File: config.mk
export PLATFORM = sky130hd
export DESIGN_NAME = websocket_frame_deframer_core_flat
export DESIGN_NICKNAME = d
export VERILOG_FILES = /design/src/rtl/wsd_pkg.sv /design/src/rtl/wsd_in_if.sv /design/src/rtl/wsd_out_if.sv /design/src/rtl/websocket_frame_deframer_core.sv /design/src/flat_wrapper.sv
export VERILOG_INCLUDE_DIRS = /design/src /design/src/rtl
export SDC_FILE = /design/constraint.sdc
export NUM_CORES = 1
export LEC_CHECK = 0
export CORE_AREA = 5 5 132 196
export DETAILED_ROUTE_END_ITERATION = 6
export DIE_AREA = 0 0 137 201
export DONT_BUFFER_PORTS = 1
export MAX_ROUTING_LAYER = met4
export PLACE_DENSITY_LB_ADDON = 0.1
export SYNTH_ARGS = -nofsm -noshare
export SYNTH_HDL_FRONTEND = slang
export SYNTH_SLANG_ARGS = --single-unit
export TNS_END_PERCENT = 20
File: constraint.sdc
create_clock -name clk -period 2.88 [get_ports clk]
set_input_delay 0.576 -clock clk [delete_from_list [all_inputs] [get_ports clk]]
set_output_delay 0.576 -clock clk [all_outputs]
set_load 0.1 [all_outputs]
File: src/rtl/assert_macros.svh
// assertion macros used by the deframer core
// each macro takes a label, the clock, the active-low reset and the checked terms
`ifndef ASSERT_MACROS_SVH
`define ASSERT_MACROS_SVH

`ifndef SYNTHESIS

// a property that must hold at every edge outside reset
`define WSD_ASSERT(lbl, clk, rst_n, prop) \
    lbl: assert property (@(posedge clk) disable iff (!rst_n) (prop)) \
        else $error("wsd assertion failed");

// a condition that must be followed by another one at the next edge
`define WSD_ASSERT_NEXT(lbl, clk, rst_n, pre, post) \
    lbl: assert property (@(posedge clk) disable iff (!rst_n) (pre) |=> (post)) \
        else $error("wsd assertion failed");

`else

`define WSD_ASSERT(lbl, clk, rst_n, prop)
`define WSD_ASSERT_NEXT(lbl, clk, rst_n, pre, post)

`endif

`endif

File: src/rtl/wsd_pkg.sv
package wsd_pkg;

    // width of the frame length and payload counter
    localparam int LENGTH_BITS = 64;

    // result kinds
    typedef enum logic [1:0] {
        KIND_PAYLOAD  = 2'd0,
        KIND_BOUNDARY = 2'd1,
        KIND_PONG     = 2'd2,
        KIND_CLOSE    = 2'd3
    } kind_t;

    // frame opcodes that the parser acts on
    localparam logic [3:0] OP_CONT  = 4'h0;
    localparam logic [3:0] OP_TEXT  = 4'h1;
    localparam logic [3:0] OP_CLOSE = 4'h8;
    localparam logic [3:0] OP_PING  = 4'h9;

    // seven-bit length codes that select an extended length
    localparam logic [6:0] LEN7_EXT16 = 7'd126;
    localparam logic [6:0] LEN7_EXT64 = 7'd127;

    // byte counts of the extended length and the mask key
    localparam logic [3:0] EXT16_BYTES = 4'd2;
    localparam logic [3:0] EXT64_BYTES = 4'd8;
    localparam logic [3:0] KEY_BYTES   = 4'd4;

    // parser phase, one-hot
    typedef enum logic [5:0] {
        PH_HDR0   = 6'b000001,
        PH_HDR1   = 6'b000010,
        PH_EXT    = 6'b000100,
        PH_KEY    = 6'b001000,
        PH_DATA   = 6'b010000,
        PH_CLOSED = 6'b100000
    } phase_t;

endpackage

File: src/rtl/wsd_in_if.sv
interface wsd_in_if;
    logic       valid;
    logic       ready;
    logic [7:0] stream_byte;

    modport source (output valid, output stream_byte, input ready);
    modport sink (input valid, input stream_byte, output ready);
endinterface

File: src/rtl/wsd_out_if.sv
interface wsd_out_if;
    logic       valid;
    logic       ready;
    logic [1:0] kind;
    logic [7:0] payload_byte;
    logic       msg_start;
    logic       msg_end;

    modport source (output valid, output kind, output payload_byte, output msg_start,
                    output msg_end, input ready);
    modport sink (input valid, input kind, input payload_byte, input msg_start,
                  input msg_end, output ready);
endinterface

File: src/rtl/websocket_frame_deframer_core.sv
// websocket frame deframer
// rx carries the received connection bytes after the upgrade handshake, one
// byte per word. evt carries the results: payload bytes of text and
// continuation frames (unmasked, with message start and end marks), empty
// message boundaries, pong requests and a close event.
// each rx word is parsed in the cycle it is taken; a result, if the byte
// causes one, is shown on evt in the following cycle.
// one rx word is taken per cycle for as long as the evt side keeps up; the
// rate is set by the single result register, which is refilled in the same
// cycle it is drained.
// when evt stalls with a result held, rx.ready drops until it is taken.
// reset puts the parser at the first header byte of a new frame with no
// result pending. after a close frame every byte is taken and dropped until
// the next reset.
`include "assert_macros.svh"

module websocket_frame_deframer_core (
    input  logic          clk,
    input  logic          rst_n,
    wsd_in_if.sink        rx,
    wsd_out_if.source     evt
);
    import wsd_pkg::*;

    // parser state
    phase_t                 phase_reg, phase_next;
    logic                   fin_reg, fin_next;
    logic [3:0]             opcode_reg, opcode_next;
    logic                   mask_reg, mask_next;
    logic [LENGTH_BITS-1:0] len_reg, len_next;
    logic [31:0]            key_reg, key_next;
    logic [3:0]             ext_left_reg, ext_left_next;
    logic                   first_reg, first_next;

    // result register
    logic                   evt_valid_reg, evt_valid_next;
    kind_t                  kind_reg;
    logic [7:0]             data_reg;
    logic                   start_reg;
    logic                   end_reg;

    // per-byte work
    logic                   accept;
    logic [7:0]             b;
    logic [LENGTH_BITS-1:0] len_shift;
    logic                   data_op;
    logic                   done;
    logic                   done_empty;
    logic                   res_valid;
    kind_t                  res_kind;
    logic [7:0]             res_data;
    logic                   res_start;
    logic                   res_end;

    assign accept   = rx.valid && rx.ready;
    assign rx.ready = !evt_valid_reg || evt.ready;
    assign b        = rx.stream_byte;
    assign data_op  = (opcode_reg == OP_TEXT) || (opcode_reg == OP_CONT);

    // extended length shift with saturation
    assign len_shift = (len_reg[LENGTH_BITS-1 -: 8] != 8'd0) ? {LENGTH_BITS{1'b1}}
                                                             : {len_reg[LENGTH_BITS-9:0], b};

    // next state and result for one byte
    always_comb
    begin
        phase_next    = phase_reg;
        fin_next      = fin_reg;
        opcode_next   = opcode_reg;
        mask_next     = mask_reg;
        len_next      = len_reg;
        key_next      = key_reg;
        ext_left_next = ext_left_reg;
        first_next    = first_reg;
        done          = 1'b0;
        done_empty    = 1'b0;
        res_valid     = 1'b0;
        res_kind      = KIND_PAYLOAD;
        res_data      = 8'd0;
        res_start     = 1'b0;
        res_end       = 1'b0;

        unique case (phase_reg)
            PH_HDR0:
            begin
                fin_next    = b[7];
                opcode_next = b[3:0];
                phase_next  = PH_HDR1;
            end
            PH_HDR1:
            begin
                mask_next = b[7];
                key_next  = 32'd0;
                if ((b[6:0] == LEN7_EXT16) || (b[6:0] == LEN7_EXT64))
                begin
                    len_next      = '0;
                    ext_left_next = (b[6:0] == LEN7_EXT16) ? EXT16_BYTES : EXT64_BYTES;
                    phase_next    = PH_EXT;
                end
                else
                begin
                    len_next = LENGTH_BITS'(b[6:0]);
                    if (b[7])
                    begin
                        ext_left_next = KEY_BYTES;
                        phase_next    = PH_KEY;
                    end
                    else
                    begin
                        first_next = 1'b1;
                        if (b[6:0] == 7'd0)
                        begin
                            done       = 1'b1;
                            done_empty = 1'b1;
                        end
                        else
                        begin
                            phase_next = PH_DATA;
                        end
                    end
                end
            end
            PH_EXT:
            begin
                len_next      = len_shift;
                ext_left_next = ext_left_reg - 4'd1;
                if (ext_left_reg == 4'd1)
                begin
                    if (mask_reg)
                    begin
                        ext_left_next = KEY_BYTES;
                        phase_next    = PH_KEY;
                    end
                    else
                    begin
                        first_next = 1'b1;
                        if (len_shift == '0)
                        begin
                            done       = 1'b1;
                            done_empty = 1'b1;
                        end
                        else
                        begin
                            phase_next = PH_DATA;
                        end
                    end
                end
            end
            PH_KEY:
            begin
                key_next      = {key_reg[23:0], b};
                ext_left_next = ext_left_reg - 4'd1;
                if (ext_left_reg == 4'd1)
                begin
                    first_next = 1'b1;
                    if (len_reg == '0)
                    begin
                        done       = 1'b1;
                        done_empty = 1'b1;
                    end
                    else
                    begin
                        phase_next = PH_DATA;
                    end
                end
            end
            PH_DATA:
            begin
                // key byte in use sits on top, rotate for the next byte
                key_next   = {key_reg[23:0], key_reg[31:24]};
                first_next = 1'b0;
                len_next   = len_reg - LENGTH_BITS'(1);
                if (data_op)
                begin
                    res_valid = 1'b1;
                    res_kind  = KIND_PAYLOAD;
                    res_data  = mask_reg ? (b ^ key_reg[31:24]) : b;
                    res_start = first_reg && (opcode_reg == OP_TEXT);
                    res_end   = (len_reg == LENGTH_BITS'(1)) && fin_reg;
                    if (len_reg == LENGTH_BITS'(1))
                    begin
                        phase_next = PH_HDR0;
                    end
                end
                else if (len_reg == LENGTH_BITS'(1))
                begin
                    done = 1'b1;
                end
            end
            PH_CLOSED:
            begin
                phase_next = PH_CLOSED;
            end
            default:
            begin
                phase_next = PH_HDR0;
            end
        endcase

        // end of frame: control results and empty message boundaries
        if (done)
        begin
            phase_next = PH_HDR0;
            priority if (opcode_reg == OP_CLOSE)
            begin
                phase_next = PH_CLOSED;
                res_valid  = 1'b1;
                res_kind   = KIND_CLOSE;
            end
            else if (opcode_reg == OP_PING)
            begin
                res_valid = 1'b1;
                res_kind  = KIND_PONG;
            end
            else if (done_empty && data_op)
            begin
                res_valid = 1'b1;
                res_kind  = KIND_BOUNDARY;
                res_start = (opcode_reg == OP_TEXT);
                res_end   = fin_reg;
            end
            else
            begin
                res_valid = 1'b0;
            end
        end
    end

    // parser state registers
    always_ff @(posedge clk or negedge rst_n)
    begin
        if (!rst_n)
        begin
            phase_reg    <= PH_HDR0;
            fin_reg      <= 1'b0;
            opcode_reg   <= 4'd0;
            mask_reg     <= 1'b0;
            len_reg      <= '0;
            key_reg      <= 32'd0;
            ext_left_reg <= 4'd0;
            first_reg    <= 1'b0;
        end
        else if (accept)
        begin
            phase_reg    <= phase_next;
            fin_reg      <= fin_next;
            opcode_reg   <= opcode_next;
            mask_reg     <= mask_next;
            len_reg      <= len_next;
            key_reg      <= key_next;
            ext_left_reg <= ext_left_next;
            first_reg    <= first_next;
        end
    end

    // result valid
    always_comb
    begin
        evt_valid_next = evt_valid_reg;
        if (accept)
        begin
            evt_valid_next = res_valid;
        end
        else if (evt.ready)
        begin
            evt_valid_next = 1'b0;
        end
    end

    always_ff @(posedge clk or negedge rst_n)
    begin
        if (!rst_n)
        begin
            evt_valid_reg <= 1'b0;
        end
        else
        begin
            evt_valid_reg <= evt_valid_next;
        end
    end

    // result payload
    always_ff @(posedge clk)
    begin
        if (accept && res_valid)
        begin
            kind_reg  <= res_kind;
            data_reg  <= res_data;
            start_reg <= res_start;
            end_reg   <= res_end;
        end
    end

    assign evt.valid        = evt_valid_reg;
    assign evt.kind         = kind_reg;
    assign evt.payload_byte = data_reg;
    assign evt.msg_start    = start_reg;
    assign evt.msg_end      = end_reg;

    // checks
    `WSD_ASSERT(a_phase_onehot, clk, rst_n, $onehot(phase_reg))
    `WSD_ASSERT_NEXT(a_closed_sticks, clk, rst_n, phase_reg == PH_CLOSED, phase_reg == PH_CLOSED)
    `WSD_ASSERT(a_data_len_nonzero, clk, rst_n, (phase_reg != PH_DATA) || (len_reg != '0))
    `WSD_ASSERT(a_ctrl_no_marks, clk, rst_n, !evt_valid_reg || (kind_reg != KIND_PONG && kind_reg != KIND_CLOSE) || (!start_reg && !end_reg))
    `WSD_ASSERT(a_close_then_closed, clk, rst_n, !evt_valid_reg || (kind_reg != KIND_CLOSE) || (phase_reg == PH_CLOSED))

endmodule
File: src/flat_wrapper.sv
// flat-port wrapper written by rule: the top's interface ports become plain ports
module websocket_frame_deframer_core_flat import wsd_pkg::*;
  (clk, rst_n, rx_valid, rx_stream_byte, rx_ready, evt_valid, evt_kind, evt_payload_byte, evt_msg_start, evt_msg_end, evt_ready);
  wsd_in_if rx_i ();
  wsd_out_if evt_i ();
  input  logic clk;
  input  logic rst_n;
  input wire logic [$bits(rx_i.valid)-1:0] rx_valid;
  input wire logic [$bits(rx_i.stream_byte)-1:0] rx_stream_byte;
  output wire logic [$bits(rx_i.ready)-1:0] rx_ready;
  output wire logic [$bits(evt_i.valid)-1:0] evt_valid;
  output wire logic [$bits(evt_i.kind)-1:0] evt_kind;
  output wire logic [$bits(evt_i.payload_byte)-1:0] evt_payload_byte;
  output wire logic [$bits(evt_i.msg_start)-1:0] evt_msg_start;
  output wire logic [$bits(evt_i.msg_end)-1:0] evt_msg_end;
  input wire logic [$bits(evt_i.ready)-1:0] evt_ready;
  assign rx_i.valid = rx_valid;
  assign rx_i.stream_byte = rx_stream_byte;
  assign rx_ready = rx_i.ready;
  assign evt_valid = evt_i.valid;
  assign evt_kind = evt_i.kind;
  assign evt_payload_byte = evt_i.payload_byte;
  assign evt_msg_start = evt_i.msg_start;
  assign evt_msg_end = evt_i.msg_end;
  assign evt_i.ready = evt_ready;
  websocket_frame_deframer_core u_core (.clk(clk), .rst_n(rst_n), .rx(rx_i), .evt(evt_i));
endmodule
# == Yosys cells after proc, flatten, opt, wreduce, memory -nomap -nowiden ==
# Index checks and enable logic that the tools add are counted.
# word_totals
register_bits,126
latchBits,0
ramBits,0
mem_bits_ro,0
input_bits,12
out_inout_bits,14
word_cells,134
memories,0
# op_classes
n_addsub,2
mul,0
n_div,0
order_cmp,0
eq_ne,26
shifts,0
mux,65
n_bitwise,1
reduce_logical,27
# op_table
op,n
$pmux 64 s3,1
$logic_not 64->1,2
$pmux 32 s3,1
$mux 6,12
$eq 64x1->1 const B,1
$mux 64,1
$sub 64x1->64 const B,1
$mux 1,36
$pmux 6 s6,1
$mux 4,5
$eq 7x7->1 const B,2
$ne 3x1->1 const B,4
$pmux 4 s3,1
$reduce_and 2->1,5
$reduce_bool 3->1,3
$eq 4x1->1 const B,2
$eq 4x4->1 const B,2
$mux 8,1
$pmux 1 s4,2
$reduce_and 8->1,1
$reduce_bool 8->1,1
$xor 8x8->8,1
$logic_not 7->1,1
$mux 7,1
22 further kinds,33

# == Logic depth before layout (Yosys ltp) ==
# logic_depth
word_depth,13
depth_mapped,10
depth_no_buf,8

# == Worst setup path after synthesis ==
# No wires, ideal clock.
# synth_timing
kind,reg2reg
startpoint,reg u_core.evt_valid_reg (netlist: u_core.evt.valid)
endpoint,reg u_core.len_reg[40]
setup_ps,138
arrival_ps,3077
t_required_ps,2742
setup_slack_ps,-336
stages_incl_launch_ff,9
path_buffers,2
period_less_slack_ps,3216
path_cell_list,dfrtp_1 nand2b_1 and2_1 buf_6 o31ai_1 clkbuf_1 nor2_1 a21oi_1 o211ai_1
# synth_via
elab_chain_cells,4
# synth_lines
item,line,rtl
start: declaration,websocket_frame_deframer_core.sv:36,"logic evt_valid_reg, evt_valid_next;"
start signal: assignment,websocket_frame_deframer_core.sv:278,evt_valid_reg <= evt_valid_next;
$logic_not 1->1,websocket_frame_deframer_core.sv:56,assign rx.ready = !evt_valid_reg || evt.ready;
$logic_or 1x1->1,websocket_frame_deframer_core.sv:56,
via rx_ready,flat_wrapper.sv:10,output wire logic [$bits(rx_i.ready)-1:0] rx_ready;
$logic_and 1x1->1,websocket_frame_deframer_core.sv:55,assign accept = rx.valid && rx.ready;
$reduce_and 2->1 (no source line),-,
end signal: assignment,websocket_frame_deframer_core.sv:249,len_reg <= len_next;
end: declaration,websocket_frame_deframer_core.sv:30,"logic [LENGTH_BITS-1:0] len_reg, len_next;"
# The timed path passes the listed nets, and every way through them passes these cells.
# A chain may end at the register's enable or synchronous reset.

# == Final worst setup path ==
# layout_timing
startpoint,reg u_core.len_reg[58]
endpoint,"reg u_core.end_reg (netlist: u_core.evt.msg_end), data pin"
# layout_via
elab_chain_cells,12
elab_cells_between_ends,22
cone_classes,eq/ne: 1; mux: 16; reduce/logical: 5
# layout_lines
item,line,rtl
$reduce_bool 8->1,websocket_frame_deframer_core.sv:61,assign len_shift = (len_reg[LENGTH_BITS-1 -: 8] != 8'd0) ? {LENGTH_BITS{1'b1}}
$mux 64,websocket_frame_deframer_core.sv:61,
$logic_not 64->1,websocket_frame_deframer_core.sv:137,if (len_shift == '0)
$mux 1,websocket_frame_deframer_core.sv:137,
$mux 1,websocket_frame_deframer_core.sv:129,if (mask_reg)
$mux 1,websocket_frame_deframer_core.sv:127,if (ext_left_reg == 4'd1)
$pmux 1 s3,websocket_frame_deframer_core.sv:83,unique case (phase_reg)
$logic_and 1x1->1,websocket_frame_deframer_core.sv:215,else if (done_empty && data_op)
$mux 1,websocket_frame_deframer_core.sv:215,
$mux 1,websocket_frame_deframer_core.sv:210,else if (opcode_reg == OP_PING)
$mux 1,websocket_frame_deframer_core.sv:204,priority if (opcode_reg == OP_CLOSE)
$mux 1 (*),websocket_frame_deframer_core.sv:201,if (done)
via u_core.res_end,websocket_frame_deframer_core.sv:53,logic res_end;
end signal: assignment,websocket_frame_deframer_core.sv:290,end_reg <= res_end;
end: declaration,websocket_frame_deframer_core.sv:40,logic end_reg;
# Mark *: on every way through the listed nets, which the timed path passes. The rest lies on a longest branch.

==> results.yml <==
run_status:
  status: "finished, violations left"
  violations: "hold timing"
floorplanning:
  start_util: 0.3130
  die_area_sq_um: 27540
  core-area_sq_um: 24090
  rows: 70
  ioPinCount: 26
  die_x_um: 137
  die_h_um: 201
setup_path:
  cp-end-kind: "flop"
  r2r-start: "u_core.len_reg[58]"
  start_kind: "flop"
  reg2reg_slack_ns: 0.16
  cpLargestDelayFamily: "simple AND/OR/NAND/NOR gates"
  crit_type: "reg2reg"
  path_cells: "or4_1 > or4b_1 > nor2_1 > buf_4 > nand4_1 > or2_2 > a21boi_0"
  slowest_delay_ns: 0.61
  startpoint: "u_core.len_reg[58]"
  cp_slowest_cell: "or4b_1"
  cp_max_fo: 4
  reg2reg_to: "u_core.evt.msg_end"
  cp_data_required_time_ns: 3.15
  reg2regPathDepth: 7
  crit_arrival_ns: 2.99
  crit_buf_inv: 1
sta:
  tightest_slew_ns: 1.191
  slew_headroom: 0.2062
  whs_ns: -0.1562
  setup_tns_ns: 0
  setup-violations-final: 0
  final_max_slew_viol_count: 0
  period_minus_slack_ns: 2.723
  final-hold-violation-count: 113
  max_freq_mhz: 367.2
  fin_skew_ns: 0.007903
  fin_crit_sh: 0.9456
  rsz0062_at_grt: "no"
clock_network:
  clk_path_buf_depth: 2
  htree_num_levels: 4
  clk_pin_slew_ns: 0.06
  clkSinkCount: 126
  clockRootBuffer: "clkbuf_16"
  cts_buffers: 17
  cts_tree: "yes"
  worstSkewPairLatency_ns: 0.43
placement:
  dp_hpwl_um: 18270
  port_buffers: 0
  gp_congestion: 0.8699
route:
  via_count: 7310
  wirelength_um: 26620
  drc_errors: 0
  drt_iter0_drc: 525
  viasPerCell: 5.593
  antenna_left: 0
  drt_first_pass_iters: 5
  routedWlPerCell_um: 20.37
final_layout:
  largest_reg_flops: 64
  final_common_cell: "o21ai_0"
  fin_nets: 986
  drive_gt1_frac: 0.1475
  utilization: 0.3728
  area_delta_synth_final_pct: 19.10
  mostFrequentLayoutCells: "146 x o21ai_0, 122 x nor2_1, 119 x nand2_1"
  diodes: 0
synthesis:
  avgSynthCellArea_sq_um: 8.088
  synth-edff-count: 12
  synth_cells: 932
  ys_types: 70
  synth_area_sq_um: 7538
  synth_compound_area_frac: 0.2461
  yosys.area_share.simple: 0.2548
  yosys.area_share.xor_xnor: 0.01394
  yosysSeqAreaShare: 0.4264
  syn-num-nets: 948
  synth_top_family_by_area: "simple AND/OR/NAND/NOR gates"
  synth_warnings: 0
  synth-adder-area-share: 0.006639
  ys.flop_type: "dfrtp_1"
  synth_mux_area_frac: 0.008797
  async_flop_share: 0.9048
  synth.ff_latch_count: 126
grt:
  grt_max_degree: 115
  track_usage: 0.2047
  met1_usage: 0.2309
  overflow: 0
  globalRouteMet3Util: 0.03786
  grt_pass1_vias: 7425
  grt_util_met2: 0.3519
  grt_pass1_wl_um: 42660
  antenna_found_initial: 0
  globalRoute.busiestLayer: "met2"
pwr:
  max-vdd-ir-drop_mv: 0.5175
  p_leak_nw: 3.665
  powerDensity_nw_per_um2: 889.7
job:
  max_cap_viol_count: 0
min_path:
  min_path_type: "in2async"
-- per-stage QoR --
step	worst slack, ns	cells	instance area [sq um]	total power [W]
5_1_grt	0.02212	1307	8979	0.008535
3_5_place_dp	0.1644	1273	8368	0.005811
6_report	0.1568	1307	8979	0.007989
2_1_floorplan	0.01255	932	7548	0.004554
4_1_cts	0.1535	1305	8950	0.008044
3_3_place_gp	0.1397	1273	8368	0.005803
-- cell type report --
cell class | instances | area [sq um]
clock inverters | 13 | 138.9
flip-flops and latches | 126 | 3214
fillers | 2508 | 15110
repair buffers | 82 | 665.6
well taps | 324 | 405.4
multi-input cells | 730 | 4063
clock buffers | 19 | 442.9
inverters | 13 | 48.80
-- per-layer routing --
metal  vias up  part of all wire
met5         -                 0
met2       195              0.53
met1      3572              0.39
met4         0             0.033
li1       3485                 -
met3        58             0.043
-- report_power, final --
group	internal [W]	switching [W]	leakage, nW	total [W]
Combinational	0.00116	0.00213	1.74	0.00328
Clock	0.00130	0.000890	0.284	0.00219
Sequential	0.00215	0.000363	1.64	0.00252
Total	0.00461	0.00338	3.67	0.00799
-- cell families (layout without fill, tap and decap cells) --
| logic type | after synthesis | count (layout) |
|---|---|---|
| flops | 126 | 126 |
| xor+xnor | 12 | 12 |
| buf+inv | 76 | 127 |
| fa+ha+maj | 4 | 4 |
| simple gates | 397 | 397 |
| mux | 6 | 6 |
| compound gates | 311 | 311 |
-- cell usage after synthesis, types with 8 or more instances --
master    number  area, sq um
or3_1         10        62.56
clkbuf_1      52        195.2
o31ai_1        9        67.56
nor3_1        33        165.2
o21ai_0      146        730.7
or4_1         10        75.07
nor2_1       125        469.2
nor4_1        16        100.1
a22oi_1       10        75.07
a41oi_1        9        78.83
edfxtp_1      12        360.4
xor2_1        11        96.34
nand2_1      119        446.7
nand4_1       12        75.07
a31oi_1       26        162.7
nand3_1       21        105.1
dfrtp_1      113         2828
inv_1         13        48.80
a21oi_1       51        255.2
a22o_1         8        70.07
o211ai_1      10        75.07
-- timing repair --
item / 4_1_cts / 5_1_grt
hold endpoints to repair: 113 / 113
buffers inserted: 0 / 2
setup endpoints to repair: 0 / 4
gates resized for setup: 0 / 2
-- worst max-delay path by stage --
stage,end,cells past startpoint
final,u_core.evt.msg_end,7
after floorplan,u_core.len_reg[40],8
after global routing,u_core.phase_reg[0],6
after CTS,u_core.evt.payload_byte[7],6
after global placement,u_core.phase_reg[4],7
after detailed placement,u_core.evt.payload_byte[5],6
No activity file was read; power rests on OpenSTA's default activity.
